**src/sv/xrs_pkg.sv**
```systemverilog
`timescale 1ns / 1ps

package xrs_pkg;

  typedef enum logic [2:0] {
    PH_STOPPED  = 3'd0,
    PH_DEFAULT  = 3'd1,
    PH_PREPARE  = 3'd2,
    PH_READY    = 3'd3,
    PH_SCAN     = 3'd4,
    PH_BACK     = 3'd5,
    PH_STEPNEXT = 3'd6,
    PH_END      = 3'd7
  } phase_t;

  typedef enum logic [1:0] {
    PAT_X_COMB  = 2'd0,
    PAT_X_SNAKE = 2'd1,
    PAT_Y_COMB  = 2'd2,
    PAT_Y_SNAKE = 2'd3
  } pattern_t;

  localparam int CFG_INDEX_BITS = 3;

  typedef enum logic [CFG_INDEX_BITS-1:0] {
    REG_START_X      = 3'd0,
    REG_START_Y      = 3'd1,
    REG_END_X        = 3'd2,
    REG_END_Y        = 3'd3,
    REG_STEP_SIZE    = 3'd4,
    REG_SCAN_PATTERN = 3'd5
  } cfg_reg_t;

  localparam logic [1:0] IDLE_MASK = 2'b11;

  typedef struct packed {
    logic write_x;
    logic write_y;
    logic start_move;
    logic prepare_move;
  } move_flags_t;

endpackage

```
**src/sv/xrs_cfg.sv**
```systemverilog
`timescale 1ns / 1ps

module xrs_cfg import xrs_pkg::*; #(
  parameter int POS_BITS = 16
) (
  input  logic                      clk,
  input  logic                      rst,
  input  logic                      cfg_we,
  input  logic [CFG_INDEX_BITS-1:0] cfg_index,
  input  logic [POS_BITS-1:0]       cfg_data,
  output logic [POS_BITS-1:0]       start_x,
  output logic [POS_BITS-1:0]       start_y,
  output logic [POS_BITS-1:0]       end_x,
  output logic [POS_BITS-1:0]       end_y,
  output logic [POS_BITS-1:0]       step_size,
  output pattern_t                  scan_pattern
);

  always_ff @(posedge clk) begin
    if (rst) begin
      start_x      <= '0;
      start_y      <= '0;
      end_x        <= '0;
      end_y        <= '0;
      step_size    <= '0;
      scan_pattern <= PAT_X_COMB;
    end else if (cfg_we) begin
      case (cfg_reg_t'(cfg_index))
        REG_START_X:      start_x      <= cfg_data;
        REG_START_Y:      start_y      <= cfg_data;
        REG_END_X:        end_x        <= cfg_data;
        REG_END_Y:        end_y        <= cfg_data;
        REG_STEP_SIZE:    step_size    <= cfg_data;
        REG_SCAN_PATTERN: scan_pattern <= pattern_t'(cfg_data[1:0]);
        default: ;
      endcase
    end
  end

endmodule

```
**src/sv/xrs_step.sv**
```systemverilog
`timescale 1ns / 1ps

module xrs_step import xrs_pkg::*; #(
  parameter int POS_BITS = 16
) (
  input  phase_t              phase,
  input  logic [POS_BITS-1:0] start_x,
  input  logic [POS_BITS-1:0] start_y,
  input  logic [POS_BITS-1:0] end_x,
  input  logic [POS_BITS-1:0] end_y,
  input  logic [POS_BITS-1:0] step_size,
  input  pattern_t            scan_pattern,
  input  logic                kind,
  input  logic [POS_BITS-1:0] cur_x,
  input  logic [POS_BITS-1:0] cur_y,
  input  logic [1:0]          axis_busy,
  output move_flags_t         flags,
  output logic [POS_BITS-1:0] target_x,
  output logic [POS_BITS-1:0] target_y,
  output phase_t              phase_next
);

  logic                fast_is_x;
  logic                snake;
  logic [POS_BITS-1:0] f, fs, fe, s, se;
  logic [POS_BITS:0]   adv_wide;
  logic [POS_BITS-1:0] adv;
  logic [POS_BITS-1:0] fs_clamped;
  logic                at_start;

  assign fast_is_x  = (scan_pattern == PAT_X_COMB) || (scan_pattern == PAT_X_SNAKE);
  assign snake      = (scan_pattern == PAT_X_SNAKE) || (scan_pattern == PAT_Y_SNAKE);
  assign f          = fast_is_x ? cur_x : cur_y;
  assign fs         = fast_is_x ? start_x : start_y;
  assign fe         = fast_is_x ? end_x : end_y;
  assign s          = fast_is_x ? cur_y : cur_x;
  assign se         = fast_is_x ? end_y : end_x;
  assign adv_wide   = {1'b0, s} + {1'b0, step_size};
  assign adv        = (adv_wide > {1'b0, se}) ? se : adv_wide[POS_BITS-1:0];
  assign fs_clamped = (fs > fe) ? fe : fs;
  assign at_start   = (cur_x == start_x) && (cur_y == start_y);

  always_comb begin
    phase_t              ph;
    logic                fw, sw;
    logic [POS_BITS-1:0] ft, st;
    ph       = phase;
    fw       = 1'b0;
    sw       = 1'b0;
    ft       = '0;
    st       = '0;
    flags    = '0;
    target_x = '0;
    target_y = '0;
    if (kind) begin
      ph = PH_DEFAULT;
    end else if (!(ph inside {PH_STOPPED, PH_END})) begin
      if (ph == PH_DEFAULT) begin
        if (!at_start) begin
          flags.write_x      = 1'b1;
          flags.write_y      = 1'b1;
          target_x           = (start_x > end_x) ? end_x : start_x;
          target_y           = (start_y > end_y) ? end_y : start_y;
          flags.prepare_move = 1'b1;
          ph                 = PH_PREPARE;
        end else begin
          ph = PH_READY;
        end
      end
      if (ph == PH_PREPARE && at_start) begin
        ph = PH_READY;
      end
      if ((ph inside {[PH_READY:PH_END]}) && ((axis_busy & IDLE_MASK) == 2'b00)) begin
        if (!snake) begin
          if (f == fs) begin
            if (ph == PH_BACK) begin
              sw               = 1'b1;
              st               = adv;
              flags.start_move = 1'b1;
              ph               = PH_STEPNEXT;
            end else if (ph inside {PH_STEPNEXT, PH_READY}) begin
              fw               = 1'b1;
              ft               = fe;
              flags.start_move = 1'b1;
            end
          end else if (f == fe) begin
            ph               = (s == se) ? PH_END : PH_BACK;
            fw               = 1'b1;
            ft               = fs_clamped;
            flags.start_move = 1'b1;
          end
        end else begin
          if (f == fs) begin
            if (ph inside {PH_STEPNEXT, PH_READY}) begin
              fw = 1'b1;
              ft = fe;
            end
            flags.start_move = 1'b1;
            ph               = PH_SCAN;
          end else if (f == fe) begin
            if (s == se) begin
              ph = PH_END;
            end else if (ph == PH_SCAN) begin
              sw               = 1'b1;
              st               = adv;
              flags.start_move = 1'b1;
              ph               = PH_STEPNEXT;
            end else begin
              fw               = 1'b1;
              ft               = fs_clamped;
              flags.start_move = 1'b1;
            end
          end
        end
        if (fw || sw) begin
          if (fast_is_x) begin
            flags.write_x = fw;
            target_x      = ft;
            flags.write_y = sw;
            target_y      = st;
          end else begin
            flags.write_y = fw;
            target_y      = ft;
            flags.write_x = sw;
            target_x      = st;
          end
        end
      end
    end
    phase_next = ph;
  end

endmodule

```
**src/sv/xy_raster_scan_sequencer.sv**
```systemverilog
`timescale 1ns / 1ps
// XY raster scan sequencer.
// Input channel (in_valid/in_ready): one item per start event (kind = 1) or
// poll (kind = 0) carrying cur_x, cur_y and axis_busy of the stage.
// Output channel (out_valid/out_ready): exactly one item per input item with
// the X/Y targets and their write flags, start_move, prepare_move and the
// phase after the step. Targets not written read as zero.
// Configuration: cfg_we writes cfg_data into the register selected by
// cfg_index (start_x, start_y, end_x, end_y, step_size, scan_pattern);
// other indexes are ignored. Write only while no item is in flight.
// Pipeline: an accepted item is held in the input register, then moves into the
// result register, where it can be taken. Throughput is one item per cycle
// while out_ready stays high; the phase register is updated as each item moves
// from the input register to the result register, so consecutive items chain.
// Reset: phase returns to stopped, all configuration registers clear to 0,
// both pipeline stages empty.
// Stall: when out_ready is low the result holds, the input register fills,
// and in_ready drops until the result is taken.
module xy_raster_scan_sequencer import xrs_pkg::*; #(
  parameter int POS_BITS = 16
) (
  input  logic                      clk,
  input  logic                      rst,
  input  logic                      cfg_we,
  input  logic [CFG_INDEX_BITS-1:0] cfg_index,
  input  logic [POS_BITS-1:0]       cfg_data,
  input  logic                      in_valid,
  output logic                      in_ready,
  input  logic                      kind,
  input  logic [POS_BITS-1:0]       cur_x,
  input  logic [POS_BITS-1:0]       cur_y,
  input  logic [1:0]                axis_busy,
  output logic                      out_valid,
  input  logic                      out_ready,
  output logic                      write_target_x,
  output logic [POS_BITS-1:0]       target_x,
  output logic                      write_target_y,
  output logic [POS_BITS-1:0]       target_y,
  output logic                      start_move,
  output logic                      prepare_move,
  output logic [2:0]                phase_out
);

  logic [POS_BITS-1:0] start_x, start_y, end_x, end_y, step_size;
  pattern_t            scan_pattern;

  logic                s1_valid;
  logic                s1_kind;
  logic [POS_BITS-1:0] s1_cur_x, s1_cur_y;
  logic [1:0]          s1_busy;
  logic                s1_advance;

  phase_t              phase, phase_next;
  move_flags_t         flags;
  logic [POS_BITS-1:0] tx_next, ty_next;

  xrs_cfg #(.POS_BITS(POS_BITS)) u_cfg (
    .clk          (clk),
    .rst          (rst),
    .cfg_we       (cfg_we),
    .cfg_index    (cfg_index),
    .cfg_data     (cfg_data),
    .start_x      (start_x),
    .start_y      (start_y),
    .end_x        (end_x),
    .end_y        (end_y),
    .step_size    (step_size),
    .scan_pattern (scan_pattern)
  );

  xrs_step #(.POS_BITS(POS_BITS)) u_step (
    .phase        (phase),
    .start_x      (start_x),
    .start_y      (start_y),
    .end_x        (end_x),
    .end_y        (end_y),
    .step_size    (step_size),
    .scan_pattern (scan_pattern),
    .kind         (s1_kind),
    .cur_x        (s1_cur_x),
    .cur_y        (s1_cur_y),
    .axis_busy    (s1_busy),
    .flags        (flags),
    .target_x     (tx_next),
    .target_y     (ty_next),
    .phase_next   (phase_next)
  );

  assign s1_advance = s1_valid && (!out_valid || out_ready);
  assign in_ready   = !s1_valid || s1_advance;

  always_ff @(posedge clk) begin
    if (rst) begin
      s1_valid <= 1'b0;
    end else if (in_ready) begin
      s1_valid <= in_valid;
    end
  end

  always_ff @(posedge clk) begin
    if (in_valid && in_ready) begin
      s1_kind  <= kind;
      s1_cur_x <= cur_x;
      s1_cur_y <= cur_y;
      s1_busy  <= axis_busy;
    end
  end

  always_ff @(posedge clk) begin
    if (rst) begin
      phase     <= PH_STOPPED;
      out_valid <= 1'b0;
    end else begin
      if (s1_advance) begin
        phase <= phase_next;
      end
      if (s1_advance) begin
        out_valid <= 1'b1;
      end else if (out_ready) begin
        out_valid <= 1'b0;
      end
    end
  end

  always_ff @(posedge clk) begin
    if (s1_advance) begin
      write_target_x <= flags.write_x;
      target_x       <= tx_next;
      write_target_y <= flags.write_y;
      target_y       <= ty_next;
      start_move     <= flags.start_move;
      prepare_move   <= flags.prepare_move;
      phase_out      <= phase_next;
    end
  end

endmodule
```
**config.mk**
```make
export PLATFORM = sky130hd
export DESIGN_NAME = xy_raster_scan_sequencer
export DESIGN_NICKNAME = d
export VERILOG_FILES = /design/src/sv/xrs_pkg.sv /design/src/sv/xrs_cfg.sv /design/src/sv/xrs_step.sv /design/src/sv/xy_raster_scan_sequencer.sv
export SDC_FILE = /design/constraint.sdc
export NUM_CORES = 1
export LEC_CHECK = 0
export BUFFER_PORTS_ARGS = -buffer_cell sky130_fd_sc_hd__buf_2
export CELL_PAD_IN_SITES_DETAIL_PLACEMENT = 1
export CELL_PAD_IN_SITES_GLOBAL_PLACEMENT = 1
export CORE_MARGIN = 1.5
export CORE_UTILIZATION = 47
export DETAILED_ROUTE_END_ITERATION = 10
export GPL_TIMING_DRIVEN = 0
export PLACE_DENSITY = 0.85
export SYNTH_ARGS = -nofsm -noshare
export SYNTH_HDL_FRONTEND = slang
export SYNTH_SLANG_ARGS = --single-unit
```
**constraint.sdc**
```tcl
create_clock -name clk -period 7 [get_ports clk]
set_input_delay 0.7 -clock clk [delete_from_list [all_inputs] [get_ports clk]]
set_output_delay 0.7 -clock clk [all_outputs]
set_load 0.03 [all_outputs]
```
Word-level counts from Yosys, hierarchy flattened --
Index checks and enable logic that the tools add are counted.
Word-level totals: register bits after elaboration 161, bits of input ports 59, output and inout bits 41, logic and storage cells 167
Cells by class: $add $sub $neg 1, $lt $le $gt $ge 6, eq/ne operators 19, multiplexer cells 90, bitwise logic cells 2, reductions and logical operators 29
Operators with widths (count):
- 16-bit two-way mux | 35
- 16-bit equality test | 5
- 3-bit two-way mux | 18
- 16-bit greater-than comparator | 3
- 1-bit two-way mux | 32
- 3-bit equality test (second input constant) | 6
- 16-bit by 16-bit adder with 17-bit output | 1
- 17-bit by 16-bit greater-than comparator with 1-bit output | 1
- 3-bit by 2-bit equality test with 1-bit output (second input constant) | 4
- 2-bit AND reduction | 6
- 2-bit two-way mux | 5
- 3-bit by 1-bit equality test with 1-bit output (second input constant) | 2
- 1-bit logical AND | 6
- 3-bit logical NOT | 2
- 2-bit nonzero test | 3
- 3-bit OR reduction | 2
- 1-bit logical OR | 5
- 2-bit logical NOT | 2
- 3-bit by 2-bit >= comparator with 1-bit output (second input constant) | 1
- 3-bit less-or-equal comparator (second input constant) | 1
- 2-bit by 1-bit equality test with 1-bit output (second input constant) | 1
- 2-bit equality test (second input constant) | 1
- 1-bit logical NOT | 2
- 1-bit inverter | 2
- 2-bit OR reduction | 1

Depth between registers and ports, before layout --
depth in word-level cells 23, gate-level depth with buffers 23, depth with buffers taken out 19

Cells and area by module --
From an unflattened synthesis, not the netlist that was laid out.
Second synthesis, totals: cell total of the unflattened synthesis 1190, area total of the unflattened synthesis 11334.6 um^2
Modules (own cells, without submodules):
- xrs_step | times used 1, cells each 803, area an instance 5629.1 um^2, seq. area each 0.0 um^2
- xrs_cfg | times used 1, cells each 290, area an instance 3256.9 um^2, seq. area each 1641.6 um^2
- xy_raster_scan_sequencer | times used 1, cells each 97, area an instance 2448.6 um^2, seq. area each 2322.2 um^2

Worst setup path after synthesis --
OpenSTA, ideal clock, no wires.
path kind register -> register, start register u_cfg.scan_pattern[1], end register target_x[10] (data pin), setup time 0.268 ns, arrival time 5.396 ns, data required time 6.732 ns, path slack 1.336 ns, cell stages (with the launch flop) 24, buffers on the path 4, clock period less this slack 5.664 ns, cells stage by stage dfxtp_1 -> clkbuf_1 -> clkbuf_1 -> mux2_2 -> ha_1 -> fa_1 -> a211oi_2 -> o211ai_2 -> a31o_2 -> a21oi_1 -> xor2_1 -> inv_1 -> ha_1 -> a21oi_1 -> nor2b_1 -> o21ai_0 -> o2111ai_1 -> a221o_1 -> or2_0 -> clkbuf_1 -> mux2_2 -> buf_6 -> a221oi_2 -> o22ai_1
Between the ends: word-level cells in the longest chain between the ends 14, elaborated cells between the ends (all ways) 55, classes of those cells add/sub (1); order compare (2); eq/ne (5); mux (43); reduce/logical (4)
RTL lines:
- start, declared | RTL line xrs_cfg.sv:16 | output pattern_t scan_pattern
- start signal, assigned | RTL line xrs_cfg.sv:34 | REG_SCAN_PATTERN: scan_pattern <= pattern_t'(cfg_data[1:0]);
- 2-bit by 1-bit equality test with 1-bit output or 2-bit logical NOT (tied branches) | RTL line xrs_step.sv:31, xrs_step.sv:32
- 1-bit logical OR | RTL line xrs_step.sv:31 | assign fast_is_x = (scan_pattern == PAT_X_COMB) || (scan_pattern == PAT_X_SNAKE);
- 16-bit two-way mux, on equally long branches | RTL line xrs_step.sv:36, xrs_step.sv:37
- 16-bit by 16-bit adder with 17-bit output or 16-bit equality test (tied branches) | RTL line xrs_step.sv:38, xrs_step.sv:101
- 17-bit by 16-bit greater-than comparator with 1-bit output or 1-bit two-way mux (tied branches) | RTL line xrs_step.sv:39, xrs_step.sv:101
- 16-bit two-way mux or 1-bit two-way mux (tied branches) | RTL line xrs_step.sv:39, xrs_step.sv:100
- 16-bit two-way mux or 1-bit two-way mux (tied branches) | RTL line xrs_step.sv:103, xrs_step.sv:93
- 16-bit two-way mux or 1-bit two-way mux (tied branches) | RTL line xrs_step.sv:101, xrs_step.sv:74
- 16-bit two-way mux or 1-bit two-way mux (tied branches) | RTL line xrs_step.sv:100, xrs_step.sv:73
- 16-bit two-way mux or 1-bit two-way mux (tied branches) | RTL line xrs_step.sv:93, xrs_step.sv:57
- 16-bit two-way mux or 1-bit two-way mux (tied branches) | RTL line xrs_step.sv:74, xrs_step.sv:55
- 16-bit two-way mux or 1-bit logical OR (tied branches) | RTL line xrs_step.sv:116, xrs_step.sv:115
- 16-bit two-way mux (*) | RTL line xrs_step.sv:115 | if (fw || sw) begin
- 16-bit two-way mux (*) | RTL line xrs_step.sv:73 | if ((ph inside {[PH_READY:PH_END]}) && ((axis_busy & IDLE_MASK) == 2'b00)) begin
- end signal, assigned | RTL line xy_raster_scan_sequencer.sv:128 | target_x <= tx_next;
- end, declared | RTL line xy_raster_scan_sequencer.sv:36 | output logic [POS_BITS-1:0] target_x,
Every way passes the cells marked *; elsewhere a longest branch is shown, timed or not. The select of a mux whose other input is x is not followed. A chain may end at the register's enable or synchronous reset.

Worst setup path in the final report --
start register u_cfg.scan_pattern[1], end register target_y[8] (data pin)
Between the ends: word-level cells in the longest chain between the ends 14, elaborated cells between the ends (all ways) 55, classes of those cells add/sub (1); order compare (2); eq/ne (5); mux (43); reduce/logical (4)
RTL lines:
- 2-bit by 1-bit equality test with 1-bit output or 2-bit logical NOT (tied branches) | RTL line xrs_step.sv:31, xrs_step.sv:32
- 1-bit logical OR | RTL line xrs_step.sv:31
- 16-bit two-way mux, on equally long branches | RTL line xrs_step.sv:36, xrs_step.sv:37
- 16-bit by 16-bit adder with 17-bit output or 16-bit equality test (tied branches) | RTL line xrs_step.sv:38, xrs_step.sv:101
- 17-bit by 16-bit greater-than comparator with 1-bit output or 1-bit two-way mux (tied branches) | RTL line xrs_step.sv:39, xrs_step.sv:101
- 16-bit two-way mux or 1-bit two-way mux (tied branches) | RTL line xrs_step.sv:39, xrs_step.sv:100
- 16-bit two-way mux or 1-bit two-way mux (tied branches) | RTL line xrs_step.sv:103, xrs_step.sv:93
- 16-bit two-way mux or 1-bit two-way mux (tied branches) | RTL line xrs_step.sv:101, xrs_step.sv:74
- 16-bit two-way mux or 1-bit two-way mux (tied branches) | RTL line xrs_step.sv:100, xrs_step.sv:73
- 16-bit two-way mux or 1-bit two-way mux (tied branches) | RTL line xrs_step.sv:93, xrs_step.sv:57
- 16-bit two-way mux or 1-bit two-way mux (tied branches) | RTL line xrs_step.sv:74, xrs_step.sv:55
- 16-bit two-way mux or 1-bit logical OR (tied branches) | RTL line xrs_step.sv:116, xrs_step.sv:115
- 16-bit two-way mux (*) | RTL line xrs_step.sv:115
- 16-bit two-way mux (*) | RTL line xrs_step.sv:73
- end signal, assigned | RTL line xy_raster_scan_sequencer.sv:130 | target_y <= ty_next;
- end, declared | RTL line xy_raster_scan_sequencer.sv:38 | output logic [POS_BITS-1:0] target_y,
Marked as above.

==> impl_results.rst <==
.. list-table::
   :header-rows: 1

   * - Metric
     - Value
   * - Synth area leaders
     - edfxtp_1 20%, dfxtp_1 16%, ha_1 9.2%, nand2_1 6.1%, mux2i_1 6.0%
   * - Startpoint of the worst setup timing path
     - u_cfg.scan_pattern[1]
   * - Initial antenna violation count
     - 1
   * - Post-synthesis instance area
     - 11100 um2
   * - Reg-to-reg endpoint
     - target_y[8]
   * - Buffers added on ports
     - 98
   * - Flops & latches, synth
     - 161
   * - Lkg Pwr
     - 4.78 nW
   * - Most common cell after layout, fill and taps aside
     - nand2_1
   * - Detailed-router iteration count before antenna repair
     - 5
   * - Count of final hold-check violations
     - 0
   * - Critical path launch point type
     - flip-flop
   * - Effective utilization at floorplan
     - 0.485
   * - Crit path required time
     - 7.14 ns
   * - Transition at the pin with the smallest max-transition slack
     - 1.12 ns
   * - Rel. slew slack
     - 0.248
   * - Clock transition at the registers of the reported paths
     - 0.07 ns
   * - Number of H-tree branching levels
     - 4
   * - Maximum buffer depth of the clock tree
     - 2
   * - Core area
     - 22800 um2
   * - Avg Synthesized Cell Area
     - 9.21 um2
   * - Worst voltage drop across the vdd grid
     - 0.153 mV
   * - Routed length per instance
     - 25.9 um
   * - Synth Instances
     - 1203
   * - Clock tree from TritonCTS
     - built
   * - Top library cells by usage in the layout, fill and taps aside
     - 181 x nand2_1, 131 x a21oi_1, 119 x buf_2, 87 x dfxtp_1, 81 x ha_1
   * - Setup repair after global routing missed its margin
     - no
   * - # placed instances
     - 1615
   * - Crit Path Category
     - reg -> reg
   * - Total global routing track utilization
     - 0.355
   * - Detailed Route WL
     - 42700 um
   * - Portion of the clock cycle consumed by the worst path in the final layout
     - 0.973
   * - Most area-hungry cell type in the Yosys netlist
     - edfxtp_1
   * - Post-Layout Cell Count
     - 1649
   * - Syn-to-layout area delta
     - 13.7%
   * - Final setup slack of the worst path
     - 0.188 ns
   * - Hold-fix buffer count after cts
     - 0
   * - Crit Reg-Reg Startpoint
     - u_cfg.scan_pattern[1]
   * - ANT nets after route
     - 0
   * - Final std cell area, no fill
     - 12600 um2
   * - Clk Latency, worst-skew pair
     - 0.45 ns
   * - Fraction of the yosys area taken by sequential cells
     - 0.358
   * - Post-synth top flop
     - dfxtp_1
   * - Power density over the cells
     - 194 nW/um2
   * - Net count reported at finish
     - 1463
   * - Class of the tightest hold or removal check
     - in -> reg
   * - Total placed instance area
     - 12000 um2
   * - Top cell type's share of synthesized area
     - 0.201
   * - First-pass GRT wire length
     - 63700 um
   * - Tmin final
     - 6.81 ns
   * - Result of the run
     - finished clean
   * - Worst Clk Skew
     - 0.0113 ns
   * - Critical Path End
     - target_y[8]
   * - Achievable clock frequency
     - 147 MHz
   * - Register-to-register setup slack
     - 0.19 ns
   * - Number of remaining DRC errors
     - 0
   * - Num ports
     - 100
   * - Dpl ws
     - -0.576 ns
   * - Weighted congestion reported at the end of routability-driven placement
     - 0.958
   * - Synth async-reset ratio
     - 0
   * - Layout fillers
     - 2698
   * - Total setup violations reported at the end of the flow
     - 0
   * - Detailed-route vias per instance
     - 6.37
   * - Share of layout cells above drive strength 1
     - 0.190
   * - Critical Path AT
     - 6.95 ns
   * - Max-slew violation count
     - 0
   * - Root Buffer
     - clkbuf_16
   * - CP Max Fanout
     - 10
   * - Number of vias in the routed layout
     - 10.5k
   * - Mapped Nets
     - 1344
   * - CTS buffer count
     - 17
   * - Unique cell type count in the Yosys netlist
     - 81
   * - Critical path capture point type
     - flip-flop
   * - Number of global-route vias before repair
     - 10.9k
   * - Total grt overflow
     - 0
   * - DIE WIDTH
     - 157 um
   * - Number of maximum-capacitance constraint violations
     - 0
   * - Pin count of the biggest net entering global routing
     - 36
   * - Total half-perimeter wirelength after legalization and detailed placement
     - 33200 um
   * - Die boundary height
     - 157 um
   * - Die Footprint
     - 24500 um2
   * - Count of warnings emitted by yosys
     - 0
   * - Number of synthesized flops with an enable pin
     - 74
   * - Number of cells on the worst reg-to-reg path
     - 22
   * - Total number of clock tree sinks
     - 161
   * - Number of rows in the core area
     - 55
   * - DRC marker count from the first detailed-route iteration
     - 978
cell usage after synthesis (all sizes together) (12+ instances only):
master and number:
a21o 21, a21oi 131, a221oi 20, buf 33, clkbuf 55, dfxtp 87, edfxtp 74, ha 81
inv 45, mux2 38, mux2i 66, nand2 181, nand3 12, nand4 21, nor2 39, nor2b 13
nor3 19, nor4 13, o21ai 31, o22ai 28, xnor2 39, xor2 39
flip-flops by register name, summed over array words and instances (netlist names), 16 cells and up:
register,flops
u_cfg.end_y,16
s1_cur_x,16
u_cfg.step_size,16
target_y,16
u_cfg.end_x,16
s1_cur_y,16
u_cfg.start_y,16
u_cfg.start_x,16
target_x,16
cells by family after synthesis:
family	count (synthesis)	share of synthesized area
AND/OR/NAND/NOR	344	0.149
AO/OA/AOI/OAI	300	0.177
flip-flops	161	0.358
buffers and inverters	134	0.0558
multiplexers	104	0.0986
adder cells (fa/ha/maj)	82	0.0933
XOR/XNOR	78	0.0678
repair_timing:
action / 4_1_cts / 5_1_grt
setup endpoints to repair: 32 / 31
hold endpoints to repair: 0 / 0
buffers inserted: 0 / 1
resized for setup: 4 / 8
pin swaps: 0 / 1
cell type report:
| type | count | area [um2] | share of cell area |
|---|---|---|---|
| antenna | 1 | 2.50 | 0.000199 |
| buffer | 88 | 452 | 0.0359 |
| clock buffer | 21 | 482 | 0.0382 |
| clock inverter | 11 | 86.3 | 0.00685 |
| inverter | 46 | 173 | 0.0137 |
| multi-input combinational | 908 | 6520 | 0.518 |
| sequential | 161 | 3960 | 0.315 |
| tap | 313 | 392 | 0.0311 |
| timing repair buffer | 100 | 526 | 0.0417 |
layer usage:
| layer | routed length, um | global-route usage | share of wire | vias to the layer above |
|---|---|---|---|---|
| met2 | 19800 | 0.586 | 0.46 | 556 |
| met3 | 3420 | 0.0648 | 0.080 | 155 |
| li1 | - | - | - | 4610 |
| met1 | 17500 | 0.446 | 0.41 | 5178 |
| met4 | 1950 | 0.177 | 0.046 | 0 |
| met5 | 0 | 0 | 0 | - |
power breakdown:
| part | total (mW) | switching [mW] | internal (mW) |
|---|---|---|---|
| sequential | 1.05 | 0.0368 | 1.02 |
| combinational | 0.458 | 0.289 | 0.168 |
| clock | 0.936 | 0.434 | 0.502 |
| total | 2.45 | 0.760 | 1.69 |
how the worst min path moves through the flow:
stage	startpoint	slack [ns]	cells after the start	endpoint
2_1_floorplan	u_cfg.step_size[0]	0.44	2	u_cfg.step_size[0]
3_3_place_gp	u_cfg.step_size[11]	0.45	2	u_cfg.step_size[11]
3_5_place_dp	u_cfg.step_size[3]	0.46	2	u_cfg.step_size[3]
4_1_cts	cur_y[6]	0.42	1	s1_cur_y[6]
5_1_grt	cur_x[4]	0.42	1	s1_cur_x[4]
6_report	cur_x[8]	0.42	1	s1_cur_x[8]
critical path, cell delays in order (launching register included):
cell and delay, ns:
dfxtp_1 0.42, buf_2 0.33, buf_4 0.31, mux2_2 0.37, ha_1 0.21, fa_1 0.47
a211oi_2 0.33, o211ai_2 0.19, a31o_2 0.27, a21oi_1 0.25, xor2_2 0.30, inv_1 0.09
ha_1 0.33, nand4_1 0.17, nor2_1 0.11, o31ai_1 0.14, o2111ai_1 0.21, a221o_1 0.53
or2_0 0.28, clkbuf_1 0.22, mux2_2 0.42, a221oi_1 0.33, o22ai_1 0.21
per-stage QoR:
stage	power, mW	util	hold slack (ns)	TNS (ns)
after floorplan	1.35	-	0.441	0
after global placement	1.50	0.523	0.449	-9.95
after detailed placement	1.51	0.525	0.461	-12.01
after CTS	2.43	0.550	0.425	0
after global routing	2.50	0.551	0.421	0
final	2.45	0.551	0.422	0
Power figures use the tool's default switching activity.
